File: src/rtl/sha_pkg.sv
// ----------------------------------------------------------------------------
// SHA-256 shared definitions
// Round constants, initial hash values, round functions and the record that
// passes from the input front end to the compression engine.
// ----------------------------------------------------------------------------
package sha_pkg;

  localparam int QueueDepth = 4;
  localparam logic [7:0] PadByte = 8'h80;

  // One classified input item
  typedef struct packed {
    logic [7:0] data_byte;
    logic       has_byte;
    logic       finish;
  } sha_item_t;

  localparam logic [31:0] InitH [8] = '{
    32'h6a09e667, 32'hbb67ae85, 32'h3c6ef372, 32'ha54ff53a,
    32'h510e527f, 32'h9b05688c, 32'h1f83d9ab, 32'h5be0cd19};

  localparam logic [31:0] RoundK [64] = '{
    32'h428a2f98, 32'h71374491, 32'hb5c0fbcf, 32'he9b5dba5, 32'h3956c25b, 32'h59f111f1,
    32'h923f82a4, 32'hab1c5ed5, 32'hd807aa98, 32'h12835b01, 32'h243185be, 32'h550c7dc3,
    32'h72be5d74, 32'h80deb1fe, 32'h9bdc06a7, 32'hc19bf174, 32'he49b69c1, 32'hefbe4786,
    32'h0fc19dc6, 32'h240ca1cc, 32'h2de92c6f, 32'h4a7484aa, 32'h5cb0a9dc, 32'h76f988da,
    32'h983e5152, 32'ha831c66d, 32'hb00327c8, 32'hbf597fc7, 32'hc6e00bf3, 32'hd5a79147,
    32'h06ca6351, 32'h14292967, 32'h27b70a85, 32'h2e1b2138, 32'h4d2c6dfc, 32'h53380d13,
    32'h650a7354, 32'h766a0abb, 32'h81c2c92e, 32'h92722c85, 32'ha2bfe8a1, 32'ha81a664b,
    32'hc24b8b70, 32'hc76c51a3, 32'hd192e819, 32'hd6990624, 32'hf40e3585, 32'h106aa070,
    32'h19a4c116, 32'h1e376c08, 32'h2748774c, 32'h34b0bcb5, 32'h391c0cb3, 32'h4ed8aa4a,
    32'h5b9cca4f, 32'h682e6ff3, 32'h748f82ee, 32'h78a5636f, 32'h84c87814, 32'h8cc70208,
    32'h90befffa, 32'ha4506ceb, 32'hbef9a3f7, 32'hc67178f2};

  function automatic logic [31:0] rotr(input logic [31:0] x, input int n);
    rotr = (x >> n) | (x << (32 - n));
  endfunction

  function automatic logic [31:0] big_s0(input logic [31:0] x);
    big_s0 = rotr(x, 2) ^ rotr(x, 13) ^ rotr(x, 22);
  endfunction

  function automatic logic [31:0] big_s1(input logic [31:0] x);
    big_s1 = rotr(x, 6) ^ rotr(x, 11) ^ rotr(x, 25);
  endfunction

  function automatic logic [31:0] small_s0(input logic [31:0] x);
    small_s0 = rotr(x, 7) ^ rotr(x, 18) ^ (x >> 3);
  endfunction

  function automatic logic [31:0] small_s1(input logic [31:0] x);
    small_s1 = rotr(x, 17) ^ rotr(x, 19) ^ (x >> 10);
  endfunction

endpackage

File: src/rtl/sha_front.sv
// ----------------------------------------------------------------------------
// SHA-256 input front end
// Classifies input transfers and queues them for the engine; items with no
// byte and no end mark are dropped here.
// ----------------------------------------------------------------------------
module sha_front (
  input  logic               clk,
  input  logic               rst,
  input  logic               in_valid,
  output logic               in_ready,
  input  logic [7:0]         in_byte,
  input  logic               in_no_byte,
  input  logic               in_end,
  output logic               q_valid,
  input  logic               q_ready,
  output sha_pkg::sha_item_t q_item
);
  import sha_pkg::*;

  localparam int PtrW = $clog2(QueueDepth);

  sha_item_t       fifo [QueueDepth];
  logic [PtrW-1:0] wr_ptr;
  logic [PtrW-1:0] rd_ptr;
  logic [PtrW:0]   count;
  logic            push;
  logic            pop;

  assign in_ready = (count != (PtrW+1)'(QueueDepth));
  assign push     = in_valid && in_ready && (!in_no_byte || in_end);
  assign q_valid  = (count != '0);
  assign pop      = q_valid && q_ready;
  assign q_item   = fifo[rd_ptr];

  // Queue storage
  always_ff @(posedge clk) begin
    if (push) begin
      fifo[wr_ptr] <= '{data_byte: in_byte, has_byte: !in_no_byte, finish: in_end};
    end
  end

  // Queue pointers
  always_ff @(posedge clk) begin
    if (rst) begin
      wr_ptr <= '0;
      rd_ptr <= '0;
      count  <= '0;
    end else begin
      if (push) wr_ptr <= wr_ptr + 1'b1;
      if (pop) rd_ptr <= rd_ptr + 1'b1;
      count <= count + (PtrW+1)'(push) - (PtrW+1)'(pop);
    end
  end

endmodule

File: src/rtl/sha_engine.sv
// ----------------------------------------------------------------------------
// SHA-256 compression engine
// Packs bytes into the block buffer, pads at the end of a message, runs one
// round per cycle and shows the digest words straight from the hash registers.
// ----------------------------------------------------------------------------
module sha_engine (
  input  logic               clk,
  input  logic               rst,
  input  logic               q_valid,
  output logic               q_ready,
  input  sha_pkg::sha_item_t q_item,
  output logic               out_valid,
  input  logic               out_ready,
  output logic [31:0]        out_word,
  output logic [2:0]         out_index,
  output logic               out_last
);
  import sha_pkg::*;

  typedef enum logic [5:0] {
    S_IDLE  = 6'b000001,
    S_FIN   = 6'b000010,
    S_ROUND = 6'b000100,
    S_ADD   = 6'b001000,
    S_LEN   = 6'b010000,
    S_OUT   = 6'b100000
  } state_t;

  state_t      state;
  logic [31:0] hash [8];
  logic [31:0] blk [16];
  logic [31:0] w [16];
  logic [31:0] a, b, c, d, e, f, g, h;
  logic [63:0] msg_len;
  logic [5:0]  rnd;
  logic        fin_pend;   // message end seen, padding still to do
  logic        len_pend;   // second padding block still to compress
  logic        lenblk;     // running compression is the final one of a message
  logic [2:0]  out_cnt;

  logic [5:0]  pos;
  logic [3:0]  wsel;
  logic [4:0]  sh;
  logic [31:0] w_cur, w_new, t1, t2;

  assign pos  = msg_len[8:3];
  assign wsel = pos[5:2];
  assign sh   = {~pos[1:0], 3'b000};

  // Message schedule word for this round; first 16 come straight from the block
  always_comb begin
    w_new = small_s1(w[4'(rnd - 6'd2)]) + w[4'(rnd - 6'd7)]
          + small_s0(w[4'(rnd - 6'd15)]) + w[rnd[3:0]];
    w_cur = (rnd < 6'd16) ? blk[rnd[3:0]] : w_new;
    t1 = h + big_s1(e) + ((e & f) ^ (~e & g)) + RoundK[rnd] + w_cur;
    t2 = big_s0(a) + ((a & b) ^ (a & c) ^ (b & c));
  end

  assign q_ready   = (state == S_IDLE) && !fin_pend;
  assign out_valid = (state == S_OUT);
  assign out_word  = hash[out_cnt];
  assign out_index = out_cnt;
  assign out_last  = (out_cnt == 3'd7);

  // Block buffer, length and schedule
  always_ff @(posedge clk) begin
    if (state == S_IDLE && q_valid && q_ready && q_item.has_byte) begin
      if (pos[1:0] == 2'd0) blk[wsel] <= 32'(q_item.data_byte) << sh;
      else blk[wsel] <= blk[wsel] | (32'(q_item.data_byte) << sh);
    end else if (state == S_FIN) begin
      for (int j = 0; j < 16; j++) begin
        if (4'(j) == wsel) begin
          if (pos[1:0] == 2'd0) blk[j] <= 32'(PadByte) << sh;
          else blk[j] <= blk[j] | (32'(PadByte) << sh);
        end else if (4'(j) > wsel) begin
          blk[j] <= '0;
        end
      end
      if (pos < 6'd56) begin
        blk[14] <= msg_len[63:32];
        blk[15] <= msg_len[31:0];
      end
    end else if (state == S_LEN) begin
      for (int j = 0; j < 14; j++) blk[j] <= '0;
      blk[14] <= msg_len[63:32];
      blk[15] <= msg_len[31:0];
    end
    if (state == S_ROUND) w[rnd[3:0]] <= w_cur;
  end

  // Control, working variables and hash words
  always_ff @(posedge clk) begin
    if (rst) begin
      state    <= S_IDLE;
      msg_len  <= '0;
      rnd      <= '0;
      fin_pend <= 1'b0;
      len_pend <= 1'b0;
      out_cnt  <= '0;
      for (int j = 0; j < 8; j++) hash[j] <= InitH[j];
    end else begin
      unique case (state)
        S_IDLE: begin
          if (fin_pend) begin
            state <= S_FIN;
          end else if (q_valid) begin
            if (q_item.has_byte) msg_len <= msg_len + 64'd8;
            fin_pend <= q_item.finish;
            if (q_item.has_byte && pos == 6'd63) begin
              state <= S_ROUND;
              {a, b, c, d, e, f, g, h} <= {hash[0], hash[1], hash[2], hash[3],
                                            hash[4], hash[5], hash[6], hash[7]};
              rnd <= '0;
            end
          end
        end
        S_FIN: begin
          fin_pend <= 1'b0;
          len_pend <= (pos >= 6'd56);
          state    <= S_ROUND;
          rnd      <= '0;
          {a, b, c, d, e, f, g, h} <= {hash[0], hash[1], hash[2], hash[3],
                                        hash[4], hash[5], hash[6], hash[7]};
        end
        S_LEN: begin
          len_pend <= 1'b0;
          state    <= S_ROUND;
          rnd      <= '0;
          {a, b, c, d, e, f, g, h} <= {hash[0], hash[1], hash[2], hash[3],
                                        hash[4], hash[5], hash[6], hash[7]};
        end
        S_ROUND: begin
          {b, c, d, f, g, h} <= {a, b, c, e, f, g};
          e   <= d + t1;
          a   <= t1 + t2;
          rnd <= rnd + 6'd1;
          if (rnd == 6'd63) state <= S_ADD;
        end
        S_ADD: begin
          hash[0] <= hash[0] + a;
          hash[1] <= hash[1] + b;
          hash[2] <= hash[2] + c;
          hash[3] <= hash[3] + d;
          hash[4] <= hash[4] + e;
          hash[5] <= hash[5] + f;
          hash[6] <= hash[6] + g;
          hash[7] <= hash[7] + h;
          if (len_pend) state <= S_LEN;
          else if (fin_pend) state <= S_IDLE;
          else if (lenblk) state <= S_OUT;
          else state <= S_IDLE;
          out_cnt <= '0;
        end
        S_OUT: begin
          if (out_ready) begin
            out_cnt <= out_cnt + 3'd1;
            if (out_cnt == 3'd7) begin
              state   <= S_IDLE;
              msg_len <= '0;
              for (int j = 0; j < 8; j++) hash[j] <= InitH[j];
            end
          end
        end
        default: state <= S_IDLE;
      endcase
    end
  end

  // Marks that the running compression is the final one of a message
  always_ff @(posedge clk) begin
    if (rst) lenblk <= 1'b0;
    else if (state == S_FIN) lenblk <= (pos < 6'd56);
    else if (state == S_LEN) lenblk <= 1'b1;
    else if (state == S_ADD) lenblk <= 1'b0;
  end

endmodule

File: src/rtl/sha256_message_hasher.sv
// ----------------------------------------------------------------------------
// SHA-256 message hasher
// Hashes a byte stream and returns the eight digest words per message.
// ----------------------------------------------------------------------------
// Usage:
//   s_axis carries one item per transfer: a byte, a no-byte flag and the
//   end-of-message mark in tlast. An item with no byte and no end mark is
//   dropped. After an end mark, m_axis gives eight transfers, digest word 0
//   (most significant) first, with tlast on word 7.
//   Bytes enter a four-entry queue, so input keeps flowing while the engine
//   compresses, until the queue fills. The engine takes in a byte whenever
//   it is idle; after each full 64-byte block it runs the 64 rounds at one
//   per cycle and then the final add (the round state loads in the cycle of
//   the last byte). At the end of a message it writes the padding and runs
//   one compression, plus a second one when the length needs its own block,
//   then gives the eight words. The single shared round unit sets the rate.
//   Reset returns the hash to the initial values and clears the length and
//   queue. When m_axis_tready is low the current word holds and the engine
//   waits; the queue then fills and s_axis_tready drops.
// ----------------------------------------------------------------------------
module sha256_message_hasher (
  input  logic        clk,
  input  logic        rst,
  input  logic        s_axis_tvalid,
  output logic        s_axis_tready,
  input  logic [7:0]  s_axis_tdata,   // [7:0] data_byte
  input  logic        s_axis_tuser,   // no_byte
  input  logic        s_axis_tlast,
  output logic        m_axis_tvalid,
  input  logic        m_axis_tready,
  output logic [39:0] m_axis_tdata,   // [31:0] digest_word, [34:32] word_index, zero above
  output logic        m_axis_tlast
);
  import sha_pkg::*;

  logic        q_valid;
  logic        q_ready;
  sha_item_t   q_item;
  logic [31:0] out_word;
  logic [2:0]  out_index;

  sha_front u_front (
    .clk, .rst,
    .in_valid(s_axis_tvalid), .in_ready(s_axis_tready),
    .in_byte(s_axis_tdata), .in_no_byte(s_axis_tuser), .in_end(s_axis_tlast),
    .q_valid, .q_ready, .q_item
  );

  sha_engine u_engine (
    .clk, .rst, .q_valid, .q_ready, .q_item,
    .out_valid(m_axis_tvalid), .out_ready(m_axis_tready),
    .out_word, .out_index, .out_last(m_axis_tlast)
  );

  assign m_axis_tdata = {5'd0, out_index, out_word};

  // Checks
  a_last_on_seven: assert property (@(posedge clk) disable iff (rst)
    m_axis_tvalid |-> (m_axis_tlast == (m_axis_tdata[34:32] == 3'd7)))
    else $error("tlast not on word 7");
  a_hold: assert property (@(posedge clk) disable iff (rst)
    m_axis_tvalid && !m_axis_tready |=> m_axis_tvalid && $stable(m_axis_tdata))
    else $error("output changed while stalled");
  a_index_step: assert property (@(posedge clk) disable iff (rst)
    m_axis_tvalid && m_axis_tready && !m_axis_tlast |=>
      m_axis_tvalid && m_axis_tdata[34:32] == $past(m_axis_tdata[34:32]) + 3'd1)
    else $error("digest words not consecutive");

endmodule

File: config.mk
export PLATFORM = sky130hd
export DESIGN_NAME = sha256_message_hasher
export DESIGN_NICKNAME = d
export VERILOG_FILES = /design/src/rtl/sha_pkg.sv /design/src/rtl/sha_front.sv /design/src/rtl/sha_engine.sv /design/src/rtl/sha256_message_hasher.sv
export SDC_FILE = /design/constraint.sdc
export NUM_CORES = 2
export LEC_CHECK = 0
export BUFFER_PORTS_ARGS = -buffer_cell sky130_fd_sc_hd__buf_4
export CORE_UTILIZATION = 35
export CTS_CLUSTER_SIZE = 20
export DETAILED_ROUTE_END_ITERATION = 12
export GPL_TIMING_DRIVEN = 0
export PLACE_DENSITY = 0.5
export SKIP_CTS_REPAIR_TIMING = 1
export SLEW_MARGIN = 20
export SYNTH_ARGS = -nofsm -noshare
export SYNTH_HDL_FRONTEND = slang
export SYNTH_SLANG_ARGS = --single-unit
File: constraint.sdc
create_clock -name clk -period 19.6 [get_ports clk]
set_input_delay 1.96 -clock clk [delete_from_list [all_inputs] [get_ports clk]]
set_output_delay 1.96 -clock clk [all_outputs]
set_load 0.1 [all_outputs]
==> impl_results.md <==
- Sw frac: 49.1%
- Critical path type: reg -> reg
- EDFF count, synth: 1,416
- Sink Count: 1,675
- Critical Path RT: 20.22 ns
- CP arrival: 19.84 ns
- Max Slew Vio Count: 0
- Hold WC Path Type: reg -> reg
- Initial DRC count: 13,600
- DIE AREA: 314,000 um2
- Slowest stage delay, CP: 0.78 ns
- Row Count: 204
- DR WL/cell: 36.4 um
- Clock power share: 15.8%
- Initial antenna violation count: 30
- Share of layout cells above drive strength 1: 17.8%
- Worst setup SP type: flop
- Mapped Cells: 9,178
- Overflow after GRT: 0
- Number of buffers created by CTS: 205
- Slew @ Worst Pin: 1.27 ns
- CP max-delay cell: and2_1
- Top_reg_cell synth: edfxtp_1
- Synthesized cell area: 109,000 um2
- Peak VDD IR: 0.397 mV
- Placed Instances: 13,500
- Worst slew margin: 15.3%
- Height of the die: 560 um
- # H-tree levels: 4
- Power per cell area: 203 nW/um2
- TritonCTS clock tree: built
- DIE WIDTH: 560 um
- Largest net degree at the start of global routing: 53
- DRT Pass-1 Iters: 8
- Syn avg cell area: 11.9 um2
- Clock latency at the later pin of the worst-skew pair: 0.95 ns
- Max-cap viol count: 0
- Leakage: 43.3 nW
- Fill count: 29,500
- Setup Viol. Count Final: 0
- Period utilization: 98.1%
- Final layout net count: 10,200
- Worst-case clock skew: 0.0957 ns
- Vias per cell: 6.32
- Most numerous cell on the critical path: a21oi_1
- Port Buffer Count: 51
- Layout Cells excl Fill: 13,900
- Fmax: 0.0520 GHz
- Post-route DRC violation count: 0
- Post-layout util: 40.1%
- Final Wtd Congestion: 1.02
- Gr usage total: 31.5%
- CP max FO: 12
- Post-DP HPWL: 380 mm
- Asr flop ratio synth: 0%
- RSZ-0062 raised after global routing: no
- Clock transition at path regs: 0.06 ns
- NetSw: 12.3 mW
- Final WL: 505 mm
- Final count of hold timing violations: 0
- Initial Utilization: 35.2%
- Root Driver: clkbuf_16
- Yosys cell types: 86
- Clk buf depth: 4
- Ports: 57
- Ys Warns: 0
- Combinational share of power: 66.7%
- First-pass GRT wire length: 686 mm
- Worst setup EP type: flop
- Core area: 309,000 um2
- Synthesized flop and latch total: 1,675
- Status: complete, no violations
- Register area share after synthesis: 43.8%
- Cell-internal power: 12.8 mW
- Vias in the first global route: 83,100
- Post-DRT Antenna Nets: 0
- Seq pwr share: 17.5%
- Final min period: 19.22 ns
- Vias after detailed routing: 87,600
- Synthesis-to-layout area growth: 13.7%
==> final timing paths <==
kind,start,endpoint,slack [ns],cells after the start
setup / recovery,u_engine.rnd[1],u_engine.a[31],0.38,57
hold reg to reg,u_engine.blk[0][24],u_engine.blk[0][24],0.48,2
hold / removal,u_engine.blk[0][24],u_engine.blk[0][24],0.48,2
setup reg to reg,u_engine.rnd[1],u_engine.a[31],0.38,57
==> cell usage after synthesis (50+ instances only) <==
cell / n / area share (%)
a31oi_1: 51 / 0.29
nand2b_1: 65 / 0.37
or2_2: 51 / 0.29
nor2_1: 795 / 2.7
mux2i_1: 54 / 0.50
ha_1: 403 / 4.6
edfxtp_1: 1416 / 39
nand3_1: 137 / 0.63
a21oi_1: 513 / 2.4
a211oi_1: 50 / 0.34
a21o_1: 187 / 1.3
o211ai_1: 57 / 0.39
mux4_2: 899 / 19
xnor2_1: 388 / 3.1
nor2b_1: 50 / 0.29
nand2_1: 1204 / 4.1
o21bai_1: 59 / 0.41
buf_1: 92 / 0.32
o21ai_0: 453 / 2.1
clkbuf_1: 469 / 1.6
inv_1: 354 / 1.2
fa_1: 196 / 3.6
dfxtp_1: 259 / 4.8
o21a_1: 58 / 0.40
xor2_1: 241 / 1.9
and3_1: 64 / 0.37
nor3_1: 95 / 0.44
==> power by group through the flow <==
stage	Sequential, mW	Clock [mW]	Combinational [mW]
floorplan	4.47	0	11.2
global placement	4.63	0	15.8
detailed placement	4.46	0	16.1
CTS	4.38	3.98	16.2
global route	4.40	4.10	17.9
finish	4.39	3.97	16.7
==> metal layers <==
metal / vias up / global-route usage, % / routed length, um
li1: 35200 / - / -
met4: 12 / 15.5 / 28800
met3: 1109 / 8.89 / 63900
met1: 44800 / 43.1 / 200000
met2: 6523 / 45.5 / 212000
met5: - / 0.152 / 147
==> sequential cells by signal, summed over array words and instances (netlist names), 32 cells and up, named ones only <==
signal	count
u_engine.hash	256
u_engine.a	32
u_engine.f	32
u_engine.msg_len	61
u_engine.w	512
u_front.fifo	40
u_engine.blk	512
u_engine.b	32
u_engine.g	32
u_engine.d	32
u_engine.h	32
u_engine.e	32
u_engine.c	32
==> per-stage QoR <==
step | worst slack (ns) | hold WS, ns | area, um2 | setup TNS (ns) | total power, mW
CTS | 0.756 | 0.477 | 124000 | 0 | 24.5
global route | 0.222 | 0.491 | 124000 | 0 | 26.4
floorplan | 5.72 | 0.437 | 109000 | 0 | 15.7
detailed placement | 0.852 | 0.465 | 117000 | 0 | 20.5
global placement | -3.59 | 0.454 | 115000 | -911.25 | 20.5
finish | 0.380 | 0.479 | 124000 | 0 | 25.1
==> cell families (layout without fill, tap and decap cells) <==
group | after synthesis | in the layout | share of synthesized area [%]
AND/OR/NAND/NOR | 2615 | 2615 | 10.2
AO/OA/AOI/OAI | 1688 | 1688 | 9.50
flip-flops | 1675 | 1675 | 43.8
multiplexers | 999 | 999 | 19.6
buffers and inverters | 952 | 1499 | 3.34
XOR/XNOR | 631 | 631 | 5.09
adder cells (fa/ha/maj) | 617 | 617 | 8.39
other | 1 | 16 | 0.00344
==> critical path, delay by kind of cell, from the launching register on <==
kind | cells | cell delay (ns)
buf+inv | 13 | 5.54
compound gates | 20 | 4.47
fa+ha+maj | 9 | 3.91
simple gates | 6 | 1.57
xor+xnor | 6 | 1.52
mux | 3 | 1.27
flops | 1 | 0.51
==> cells in the final DEF (no fill, tap or decap), types with 33 or more instances in the layout <==
master / n
a211oi_1: 50
xnor2_1: 388
nand3_1: 137
o21bai_1: 59
clkbuf_1: 426
clkinv_1: 38
buf_4: 87
mux4_2: 899
nor2_1: 787
o211ai_1: 57
fa_1: 196
clkbuf_2: 88
nor2b_1: 50
a31oi_1: 51
buf_2: 86
a21oi_1: 503
o22ai_1: 42
mux2_2: 38
nor3_1: 88
and3_1: 53
xor2_1: 241
buf_12: 33
clkinv_2: 36
inv_1: 352
dfxtp_1: 259
or2_2: 51
nand2_1: 1204
o21a_1: 50
edfxtp_1: 1416
nand2b_1: 65
a21o_1: 187
clkbuf_16: 207
or3_1: 41
o21ai_0: 449
mux2i_1: 50
ha_1: 403
a22oi_1: 41
==> final cells by class <==
type | instances | area [um2] | area share (%)
clock inverters | 117 | 1250 | 1.01
multi-input cells | 6555 | 58000 | 46.8
repair buffers | 167 | 2380 | 1.92
inverters | 358 | 1350 | 1.09
well taps | 4120 | 5150 | 4.16
diodes | 11 | 27.5 | 0.0222
flip-flops and latches | 1675 | 47700 | 38.5
clock buffers | 263 | 5530 | 4.46
plain buffers | 594 | 2490 | 2.01
Note: power is estimated with default switching activity, not from simulation.
